[config.mk]
export PLATFORM = sky130hd
export DESIGN_NAME = ranging_door_sequencer_unit
export DESIGN_NICKNAME = d
export VERILOG_FILES = /design/src/rds_pkg.sv /design/src/rds_cfg_regs.sv /design/src/rds_core.sv /design/src/ranging_door_sequencer_unit.sv
export SDC_FILE = /design/constraint.sdc
export NUM_CORES = 1
export LEC_CHECK = 0
export BUFFER_PORTS_ARGS = -buffer_cell sky130_fd_sc_hd__buf_2
export CORE_ASPECT_RATIO = 1.25
export CORE_MARGIN = 5
export CORE_UTILIZATION = 40
export DETAILED_ROUTE_END_ITERATION = 10
export SLEW_MARGIN = 25
export SYNTH_ARGS = -nofsm -noshare
export SYNTH_HDL_FRONTEND = slang
export SYNTH_SLANG_ARGS = --single-unit
export TNS_END_PERCENT = 1
[constraint.sdc]
create_clock -name clk -period 17.8 [get_ports clk]
set_clock_uncertainty 0.2 [all_clocks]
set_input_delay 4.45 -clock clk [delete_from_list [all_inputs] [get_ports clk]]
set_output_delay 4.45 -clock clk [all_outputs]
set_load 0.02 [all_outputs]
[src/rds_pkg.sv]
// Shared types and constants for the ranging door sequencer.
// Used by every module of the block; depends on nothing.
`default_nettype none

package rds_pkg;

  // Opcodes of an input word
  localparam logic [2:0] OP_SAMPLE  = 3'd0;
  localparam logic [2:0] OP_DETECT  = 3'd1;
  localparam logic [2:0] OP_SPEED   = 3'd2;
  localparam logic [2:0] OP_PICTURE = 3'd3;
  localparam logic [2:0] OP_OPEN    = 3'd4;
  localparam logic [2:0] OP_CLOSE   = 3'd5;

  // Configuration register indexes
  localparam int unsigned CFG_IDX_W = 4;
  localparam logic [CFG_IDX_W-1:0] CFG_RANGE_LO    = 4'd0;
  localparam logic [CFG_IDX_W-1:0] CFG_RANGE_HI    = 4'd1;
  localparam logic [CFG_IDX_W-1:0] CFG_BESTSHOT    = 4'd2;
  localparam logic [CFG_IDX_W-1:0] CFG_GATE_DIST   = 4'd3;
  localparam logic [CFG_IDX_W-1:0] CFG_OPEN_WAIT   = 4'd4;
  localparam logic [CFG_IDX_W-1:0] CFG_ULTRA_THR   = 4'd5;
  localparam logic [CFG_IDX_W-1:0] CFG_HIGH_THR    = 4'd6;
  localparam logic [CFG_IDX_W-1:0] CFG_NORMAL_THR  = 4'd7;

  // Sequencer modes
  typedef enum logic [2:0] {
    MODE_IDLE   = 3'd0,
    MODE_DETECT = 3'd1,
    MODE_SPEED  = 3'd2,
    MODE_OPEN   = 3'd3,
    MODE_CLOSE  = 3'd4
  } mode_t;

  // Algorithm constants
  localparam logic [15:0] IRREGULAR_LIMIT = 16'd4000;
  localparam logic [2:0]  PRESENCE_LAST   = 3'd5;   // sixth hit in a row
  localparam logic [2:0]  WINDOW_LAST     = 3'd4;   // fifth sample of a window
  localparam logic [2:0]  MAX_BACKWARD    = 3'd5;
  localparam logic [1:0]  STEP_TARGET     = 2'd3;
  // x/5 == (x * 419431) >> 21 for every x below 699050
  localparam logic [18:0] DIV5_RECIP      = 19'd419431;
  localparam int unsigned DIV5_SHIFT      = 21;

  // Configuration register set
  typedef struct packed {
    logic [15:0] range_lo;
    logic [15:0] range_hi;
    logic [15:0] bestshot_limit;
    logic [15:0] gate_floor;
    logic [7:0]  open_wait_ticks;
    logic [15:0] ultra_threshold;
    logic [15:0] high_threshold;
    logic [15:0] normal_threshold;
  } cfg_t;

  // Input word
  typedef struct packed {
    logic [2:0]  opcode;
    logic [15:0] distance;
  } in_item_t;

  // Result word
  typedef struct packed {
    logic        detected;
    logic        speed_done;
    logic [1:0]  speed_level;
    logic [19:0] open_distance;
    logic        drive_open;
    logic        open_done;
    logic        drive_close;
    logic        picture_now;
  } out_item_t;

endpackage

`default_nettype wire

[src/rds_cfg_regs.sv]
// Configuration register file of the ranging door sequencer.
// Depends on rds_pkg for the register set type and index codes.
`default_nettype none

module rds_cfg_regs (
  input  wire logic                          clk,
  input  wire logic                          rst_n,
  input  wire logic                          wr_en,
  input  wire logic [rds_pkg::CFG_IDX_W-1:0] wr_index,
  input  wire logic [15:0]                   wr_data,
  output rds_pkg::cfg_t                      cfg
);
  import rds_pkg::*;

  cfg_t cfg_r;
  cfg_t cfg_nxt;

  // Decode the write; indexes past the list are dropped
  always_comb begin
    cfg_nxt = cfg_r;
    if (wr_en) begin
      case (wr_index)
        CFG_RANGE_LO:   cfg_nxt.range_lo         = wr_data;
        CFG_RANGE_HI:   cfg_nxt.range_hi         = wr_data;
        CFG_BESTSHOT:   cfg_nxt.bestshot_limit   = wr_data;
        CFG_GATE_DIST:  cfg_nxt.gate_floor       = wr_data;
        CFG_OPEN_WAIT:  cfg_nxt.open_wait_ticks  = wr_data[7:0];
        CFG_ULTRA_THR:  cfg_nxt.ultra_threshold  = wr_data;
        CFG_HIGH_THR:   cfg_nxt.high_threshold   = wr_data;
        CFG_NORMAL_THR: cfg_nxt.normal_threshold = wr_data;
        default: ;
      endcase
    end
  end

  always_ff @(posedge clk) begin
    if (!rst_n) begin
      cfg_r.range_lo         <= 16'd50;
      cfg_r.range_hi         <= 16'd700;
      cfg_r.bestshot_limit   <= 16'd220;
      cfg_r.gate_floor       <= 16'd250;
      cfg_r.open_wait_ticks  <= 8'd200;
      cfg_r.ultra_threshold  <= 16'd500;
      cfg_r.high_threshold   <= 16'd300;
      cfg_r.normal_threshold <= 16'd50;
    end else begin
      cfg_r <= cfg_nxt;
    end
  end

  assign cfg = cfg_r;

endmodule

`default_nettype wire

[src/rds_core.sv]
// Sequencer state and the single-pass update for one word.
// Depends on rds_pkg for word types, modes and constants.
`default_nettype none

module rds_core (
  input  wire logic              clk,
  input  wire logic              rst_n,
  input  wire logic              upd,
  input  wire rds_pkg::in_item_t item,
  input  wire rds_pkg::cfg_t     cfg,
  output rds_pkg::out_item_t     result
);
  import rds_pkg::*;

  // State registers
  mode_t       mode_r,    mode_nxt;
  logic [2:0]  pres_r,    pres_nxt;
  logic [2:0]  wcnt_r,    wcnt_nxt;
  logic [18:0] wsum_r,    wsum_nxt;
  logic [1:0]  step_r,    step_nxt;
  logic [2:0]  back_r,    back_nxt;
  logic [15:0] prev_r,    prev_nxt;
  logic [16:0] fsum_r,    fsum_nxt;
  logic [15:0] mstep_r,   mstep_nxt;
  logic [19:0] od_r,      od_nxt;
  logic [7:0]  wait_r,    wait_nxt;
  logic        armed_r,   armed_nxt;
  logic        taken_r,   taken_nxt;

  // Per-word event flags
  logic det_f, spd_f, mopen_f, odone_f, mclose_f, pic_f;

  // Window mean: running sum plus this sample, divided by five
  logic [18:0] wsum_sum;
  logic [37:0] mean_prod;
  logic [15:0] mean;

  assign wsum_sum  = wsum_r + {3'b000, item.distance};
  assign mean_prod = 38'(wsum_sum) * 38'(DIV5_RECIP);
  assign mean      = mean_prod[DIV5_SHIFT+15:DIV5_SHIFT];

  // Forward sum and step count after the window update, before completion
  logic [16:0] fsum_nxt_pre;
  logic [1:0]  step_nxt_pre;

  // Opening distance from a new mean step: ten times, at least the gate
  logic [15:0] new_mstep;
  logic [19:0] new_od_raw;
  logic [19:0] new_od;

  function automatic logic [1:0] level_of(input logic [15:0] m, input cfg_t c);
    logic [1:0] lvl;
    if (m > c.ultra_threshold)       lvl = 2'd3;
    else if (m > c.high_threshold)   lvl = 2'd2;
    else if (m > c.normal_threshold) lvl = 2'd1;
    else                             lvl = 2'd0;
    return lvl;
  endfunction

  // Next state
  always_comb begin
    logic       is_sample;
    logic       in_range;
    logic       bwd_hit;
    logic [7:0] delay;
    logic [7:0] wait_v;

    mode_nxt     = mode_r;
    pres_nxt     = pres_r;
    wcnt_nxt     = wcnt_r;
    wsum_nxt     = wsum_r;
    step_nxt_pre = step_r;
    back_nxt     = back_r;
    prev_nxt     = prev_r;
    fsum_nxt_pre = fsum_r;
    mstep_nxt    = mstep_r;
    od_nxt       = od_r;
    wait_nxt     = wait_r;
    armed_nxt    = armed_r;
    taken_nxt    = taken_r;
    det_f        = 1'b0;
    spd_f        = 1'b0;
    mopen_f      = 1'b0;
    odone_f      = 1'b0;
    mclose_f     = 1'b0;
    pic_f        = 1'b0;
    bwd_hit      = 1'b0;
    delay        = cfg.open_wait_ticks;
    wait_v       = wait_r;

    is_sample = (item.opcode == OP_SAMPLE);
    in_range  = (item.distance > cfg.range_lo) && (item.distance < cfg.range_hi);

    // command decode
    case (item.opcode)
      OP_DETECT:  mode_nxt = MODE_DETECT;
      OP_SPEED:   mode_nxt = MODE_SPEED;
      OP_PICTURE: if (!taken_r) armed_nxt = 1'b1;
      OP_OPEN:    mode_nxt = MODE_OPEN;
      OP_CLOSE:   mode_nxt = MODE_CLOSE;
      default: ;
    endcase

    if (is_sample) begin
      // presence detect
      if (mode_r == MODE_DETECT && in_range) begin
        if (pres_r >= PRESENCE_LAST) begin
          det_f    = 1'b1;
          mode_nxt = MODE_IDLE;
          pres_nxt = 3'd0;
        end else begin
          pres_nxt = pres_r + 3'd1;
        end
      end else begin
        pres_nxt = 3'd0;
      end

      // speed windows
      if (mode_r == MODE_SPEED) begin
        if (wcnt_r >= WINDOW_LAST) begin
          wsum_nxt = '0;
          wcnt_nxt = 3'd0;
          if (mean > IRREGULAR_LIMIT) begin
            bwd_hit = 1'b1;
          end else if (step_r == 2'd0) begin
            prev_nxt     = mean;
            step_nxt_pre = 2'd1;
          end else if (prev_r > mean) begin
            fsum_nxt_pre = fsum_r + {1'b0, prev_r - mean};
            prev_nxt     = mean;
            back_nxt     = 3'd0;
            step_nxt_pre = step_r + 2'd1;
          end else begin
            bwd_hit = 1'b1;
          end
        end else begin
          wsum_nxt = wsum_sum;
          wcnt_nxt = wcnt_r + 3'd1;
        end
        // too many backward windows restart the estimate
        if (bwd_hit) begin
          if (back_r >= MAX_BACKWARD) begin
            step_nxt_pre = 2'd0;
            back_nxt     = 3'd0;
            fsum_nxt_pre = '0;
          end else begin
            back_nxt = back_r + 3'd1;
          end
        end
      end

      // door opening
      if (mode_r == MODE_OPEN) begin
        if (wait_r == 8'd0 && {4'h0, item.distance} < od_r) begin
          mopen_f = 1'b1;
          wait_v  = 8'd1;
        end
        if (mstep_r > cfg.ultra_threshold)     delay = {2'b00, cfg.open_wait_ticks[7:2]};
        else if (mstep_r > cfg.high_threshold) delay = {1'b0, cfg.open_wait_ticks[7:1]};
        else                                   delay = cfg.open_wait_ticks;
        if (wait_v != 8'd0) begin
          wait_v = wait_v + 8'd1;
          if (wait_v >= delay) begin
            odone_f  = 1'b1;
            mode_nxt = MODE_IDLE;
            wait_v   = 8'd0;
          end
        end
        wait_nxt = wait_v;
      end

      // door closing
      if (mode_r == MODE_CLOSE &&
          (item.distance < cfg.range_lo || item.distance > cfg.range_hi)) begin
        mclose_f  = 1'b1;
        mode_nxt  = MODE_IDLE;
        taken_nxt = 1'b0;
        armed_nxt = 1'b0;
      end

      // picture trigger
      if (armed_nxt && item.distance < cfg.bestshot_limit) begin
        pic_f     = 1'b1;
        armed_nxt = 1'b0;
        taken_nxt = 1'b1;
      end
    end

    // estimate complete
    step_nxt   = step_nxt_pre;
    fsum_nxt   = fsum_nxt_pre;
    new_mstep  = fsum_nxt_pre[16:1];
    new_od_raw = {1'b0, new_mstep, 3'b000} + {3'b000, new_mstep, 1'b0};
    new_od     = (new_od_raw < {4'h0, cfg.gate_floor}) ?
                 {4'h0, cfg.gate_floor} : new_od_raw;
    if (is_sample && mode_r == MODE_SPEED && step_nxt_pre >= STEP_TARGET) begin
      mstep_nxt = new_mstep;
      od_nxt    = new_od;
      spd_f     = 1'b1;
      mode_nxt  = MODE_IDLE;
      step_nxt  = 2'd0;
      fsum_nxt  = '0;
    end
  end

  // Result word
  always_comb begin
    result.detected      = det_f;
    result.speed_done    = spd_f;
    result.speed_level   = level_of(mstep_nxt, cfg);
    result.open_distance = od_nxt;
    result.drive_open    = mopen_f;
    result.open_done     = odone_f;
    result.drive_close   = mclose_f;
    result.picture_now   = pic_f;
  end

  always_ff @(posedge clk) begin
    if (!rst_n) begin
      mode_r  <= MODE_IDLE;
      pres_r  <= '0;
      wcnt_r  <= '0;
      wsum_r  <= '0;
      step_r  <= '0;
      back_r  <= '0;
      prev_r  <= '0;
      fsum_r  <= '0;
      mstep_r <= '0;
      od_r    <= '0;
      wait_r  <= '0;
      armed_r <= 1'b0;
      taken_r <= 1'b0;
    end else if (upd) begin
      mode_r  <= mode_nxt;
      pres_r  <= pres_nxt;
      wcnt_r  <= wcnt_nxt;
      wsum_r  <= wsum_nxt;
      step_r  <= step_nxt;
      back_r  <= back_nxt;
      prev_r  <= prev_nxt;
      fsum_r  <= fsum_nxt;
      mstep_r <= mstep_nxt;
      od_r    <= od_nxt;
      wait_r  <= wait_nxt;
      armed_r <= armed_nxt;
      taken_r <= taken_nxt;
    end
  end

  // Counter bounds and completion behavior
  a_wcnt_bound: assert property (@(posedge clk) disable iff (!rst_n)
    wcnt_r <= WINDOW_LAST) else $error("window count out of range");
  a_back_bound: assert property (@(posedge clk) disable iff (!rst_n)
    back_r <= MAX_BACKWARD) else $error("backward count out of range");
  a_pres_bound: assert property (@(posedge clk) disable iff (!rst_n)
    pres_r <= PRESENCE_LAST) else $error("presence count out of range");
  a_step_bound: assert property (@(posedge clk) disable iff (!rst_n)
    step_r < STEP_TARGET) else $error("step count reached target and stayed");
  a_speed_idle: assert property (@(posedge clk) disable iff (!rst_n)
    (upd && spd_f) |=> (mode_r == MODE_IDLE && fsum_r == '0))
    else $error("speed estimate did not return to idle");

endmodule

`default_nettype wire

[src/ranging_door_sequencer_unit.sv]
// Pipeline: a word accepted into the input register passes to the result
// register once that register is free or being drained.
// Throughput: one word per cycle while results drain; a new word is taken
// while a result waits as long as the input register is free.
// Reset: synchronous, active low; mode, counters and handshakes clear and
// the configuration registers load their defaults.
`default_nettype none

module ranging_door_sequencer_unit (
  input  wire logic                          clk,
  input  wire logic                          rst_n,
  // input words
  input  wire logic                          in_valid,
  output logic                               in_ready,
  input  wire rds_pkg::in_item_t             in_data,
  // result words
  output logic                               out_valid,
  input  wire logic                          out_ready,
  output rds_pkg::out_item_t                 out_data,
  // configuration writes
  input  wire logic                          cfg_valid,
  output logic                               cfg_ready,
  input  wire logic [rds_pkg::CFG_IDX_W-1:0] cfg_index,
  input  wire logic [15:0]                   cfg_data
);
  import rds_pkg::*;

  cfg_t      cfg;
  in_item_t  in_data_r;
  logic      in_valid_r, in_valid_nxt;
  out_item_t out_data_r;
  logic      out_valid_r, out_valid_nxt;
  out_item_t result;
  logic      adv;
  logic      upd;

  // Register writes are always taken
  assign cfg_ready = 1'b1;

  rds_cfg_regs u_cfg (
    .clk      (clk),
    .rst_n    (rst_n),
    .wr_en    (cfg_valid & cfg_ready),
    .wr_index (cfg_index),
    .wr_data  (cfg_data),
    .cfg      (cfg)
  );

  // Stage advance: output register free or being drained
  assign adv      = !out_valid_r || out_ready;
  assign upd      = in_valid_r && adv;
  assign in_ready = !in_valid_r || adv;

  rds_core u_core (
    .clk    (clk),
    .rst_n  (rst_n),
    .upd    (upd),
    .item   (in_data_r),
    .cfg    (cfg),
    .result (result)
  );

  // Handshake next state
  always_comb begin
    in_valid_nxt  = in_ready ? in_valid : in_valid_r;
    out_valid_nxt = adv ? in_valid_r : out_valid_r;
  end

  always_ff @(posedge clk) begin
    if (!rst_n) begin
      in_valid_r  <= 1'b0;
      out_valid_r <= 1'b0;
    end else begin
      in_valid_r  <= in_valid_nxt;
      out_valid_r <= out_valid_nxt;
    end
  end

  // Payload registers
  always_ff @(posedge clk) begin
    if (in_valid && in_ready) begin
      in_data_r <= in_data;
    end
    if (upd) begin
      out_data_r <= result;
    end
  end

  assign out_valid = out_valid_r;
  assign out_data  = out_data_r;

endmodule

`default_nettype wire

==> flow_summary.yaml <==
status:
  status: "finished, final reports clean"
timing:
  worst_slew_pin_slew_ns: 1.035
  max_freq_mhz: 60.40
  finalMaxSlewViolations: 0
  min_period_over_period: 0.9301
  hold_viol_final: 0
  rsz0062_at_grt: "false"
  relSlewSlack: 0.3047
  period_minus_slack_ns: 16.56
  setup_viol: 0
  setup_tns_ns: 0
setup_path:
  required_ns: 17.88
  cpLargestDelayFamily: "compound AO/OA/AOI/OAI gates"
  slowest_stage: "a2111oi_0"
  slowest_delay_ns: 0.61
  cp.arrival_ns: 16.63
  cp-end-kind: "flip-flop"
  critPathBufInv: 7
  startpoint_type: "flip-flop"
  critical_path_class: "reg2reg"
  crit_path_max_fanout: 16
global_route:
  grtUsageTotal: 0.2157
  grt_overflow: 0
  antenna_found_initial: 0
  grt_pass1_wl_um: 114400
  grt_max_degree: 76
  grt_pass1_vias: 20620
synthesis:
  synthFlopType: "dfxtp_1"
  synth-edff-count: 47
  synth-warning-count: 0
  synth-seq-cells: 281
  ys_types: 91
  avgSynthCellArea_um2: 8.582
  async_flop_share: 0
  syn_area_mm2: 0.02460
  ys_seq_area_frac: 0.2478
  syn_inst: 2867
  synth_nets: 3435
clock_tree:
  clock-sinks: 281
  clkTransAtPathRegs_ns: 0.06
  hold_buffers: 0
  htree_levels: 2
  numCtsBuffers: 34
  root_buffer: "clkbuf_16"
  insertion_delay_ns: 0.53
  cts_buffer_depth: 3
  tritoncts: "built"
cells_and_area:
  drive_above_1_share: 0.06938
  nets: 3468
  area_delta_synth_final_pct: 9.149
  final_cells: 3751
  post-route-util: 0.4409
die:
  io_pins: 75
  fp.dieW_um: 231.8
  rows: 101
  initial_core_util: 0.4039
  die_height_um: 287.3
  core-area_mm2: 0.06091
  die_area_mm2: 0.06660
detailed_routing:
  drt_first_iter_violations: 1281
  routed_wl_um: 72990
  vias_per_cell: 5.442
  remaining_drc_errors: 0
  firstDrtPassIters: 5
  vias: 20412
  ant_nets: 0
  wl_per_cell_um: 19.46
power_and_ir_drop:
  irDropWorstVdd_mv: 0.2158
  p_per_area_mw_per_mm2: 159.0
  p_leak_nw: 12.55
place:
  place_inst: 3688
  dp_hpwl_um: 56980
  place_congestion: 0.9362
  port_buffers: 73
worst_hold_path:
  hp-class: "reg2reg"
flow_run:
  cap_violations: 0
[synthesized netlist by cell type (all sizes together), types with 21 or more instances]
cell    count  area share
inv       414       0.063
ha        387        0.20
nand2     352       0.054
a21oi     265       0.054
dfxtp     234        0.19
nor2      146       0.023
fa        137        0.11
o21ai     115       0.024
clkbuf     70       0.011
a21o       69       0.021
xnor2      62       0.022
nand3      54       0.011
edfxtp     47       0.057
o211ai     44       0.013
nand4      36      0.0092
nor3       32      0.0070
nand2b     30      0.0076
xor2       28       0.010
nor2b      27      0.0069
a22o       25      0.0089
buf        23      0.0055
mux2       23       0.011
mux2i      21      0.0085
[report_power, final]
group,internal [mW],leakage (nW),switching (mW),total [mW]
registers,0.656,2.32,0.0126,0.669
logic,1.09,9.68,1.83,2.92
clock network,0.396,0.546,0.289,0.685
[logic make-up (layout without fill, tap and decap cells)]
| logic type | count (synthesis) | count (layout) | synth area share |
|---|---|---|---|
| other | 1 | 2 | 0.0001524 |
| adders and majority gates | 529 | 529 | 0.3103 |
| xor gates and xnor gates | 91 | 91 | 0.03295 |
| DFF | 281 | 281 | 0.2478 |
| AOI/OAI and AO/OA | 655 | 655 | 0.1665 |
| muxes | 44 | 44 | 0.01999 |
| and+or+nand+nor | 759 | 759 | 0.1426 |
| buffers and inverters | 507 | 566 | 0.07964 |
[repair_timing]
action | CTS | global route
buffers inserted | 0 | 0
resized for setup | 0 | 3
setup endpoints to repair | 0 | 28
[cell usage in the layout (no fill, tap or decap), drive strengths merged, types with 10 or more instances in the layout]
cell type	n
edfxtp	47
nor2b	27
clkinv	13
nand3	54
ha	387
xor2	28
dfxtp	234
o21ai	115
nor3	32
inv	416
nand2b	30
a22o	25
and3	18
a22oi	18
xnor2	62
mux2i	21
nor2	146
clkbuf	46
a21o	69
and2	14
or3	10
mux2	23
o211ai	44
nand2	352
nand4	36
fa	137
buf	90
a21oi	265
a31oi	14
o21a	18
[area by class of cell]
class	instances	area, um^2
flip-flops and latches	281	6096
clock inverters	16	133.9
inverters	414	1556
well taps	824	1031
clock buffers	46	957.2
fillers	6035	34060
diodes	1	2.502
repair buffers	90	496.7
multi-input cells	2079	16580
[final timing paths]
path,start,endpoint,slack [ns],cells after the start
worst max-delay path,in_data_r[2],out_data[9],1.24,65
worst min register to register,u_cfg.cfg[30],u_cfg.cfg[30],0.26,2
worst max register to register,in_data_r[2],out_data[9],1.24,65
worst min-delay path,u_cfg.cfg[30],u_cfg.cfg[30],0.26,2
[stage by stage]
stage | worst slack (ns) | power, mW | area [um^2] | hold slack [ns]
5_1_grt | 0.1072 | 4.655 | 26850 | 0.2714
4_1_cts | 0.9557 | 4.274 | 26840 | 0.2589
2_1_floorplan | 3.172 | 2.785 | 24600 | 0.2256
3_5_place_dp | 1.005 | 3.559 | 25740 | 0.2505
3_3_place_gp | 1.624 | 3.515 | 25730 | 0.2421
6_report | 1.244 | 4.270 | 26850 | 0.2566
[worst reg2reg max path, delay by kind of cell (launching register included)]
family                   cells  cell delay (ns)
AO/OA/AOI/OAI               32             7.11
XOR/XNOR                     3             0.84
adder cells (fa/ha/maj)     12             5.01
buffers and inverters        7             0.67
flip-flops                   1             0.50
multiplexers                 2             0.60
AND/OR/NAND/NOR              9             1.38
[layer usage]
layer | part of all wire | track usage | up-vias | wire, um
met1 | 0.41 | 0.2585 | 9901 | 29920
met4 | 0.049 | 0.09397 | 0 | 3593
met5 | 0 | 0 | - | 0
met2 | 0.50 | 0.3907 | 527 | 36520
li1 | - | - | 9827 | -
met3 | 0.041 | 0.02184 | 157 | 2962
[flip-flops by register name (all words and copies together) (netlist names)]
register and flops:
u_cfg.cfg 120, out_data 28, u_core.od_r 20, in_data_r 19, u_core.wsum_r 19, u_core.fsum_r 17
u_core.mstep_r 16, u_core.prev_r 16, u_core.wait_r 8, u_core.back_r 3, u_core.mode_r 3, u_core.pres_r 3
u_core.wcnt_r 3, u_core.step_r 2, in_valid_r 1, out_valid 1, u_core.armed_r 1, u_core.taken_r 1
No activity file was read; power rests on OpenSTA's default activity.
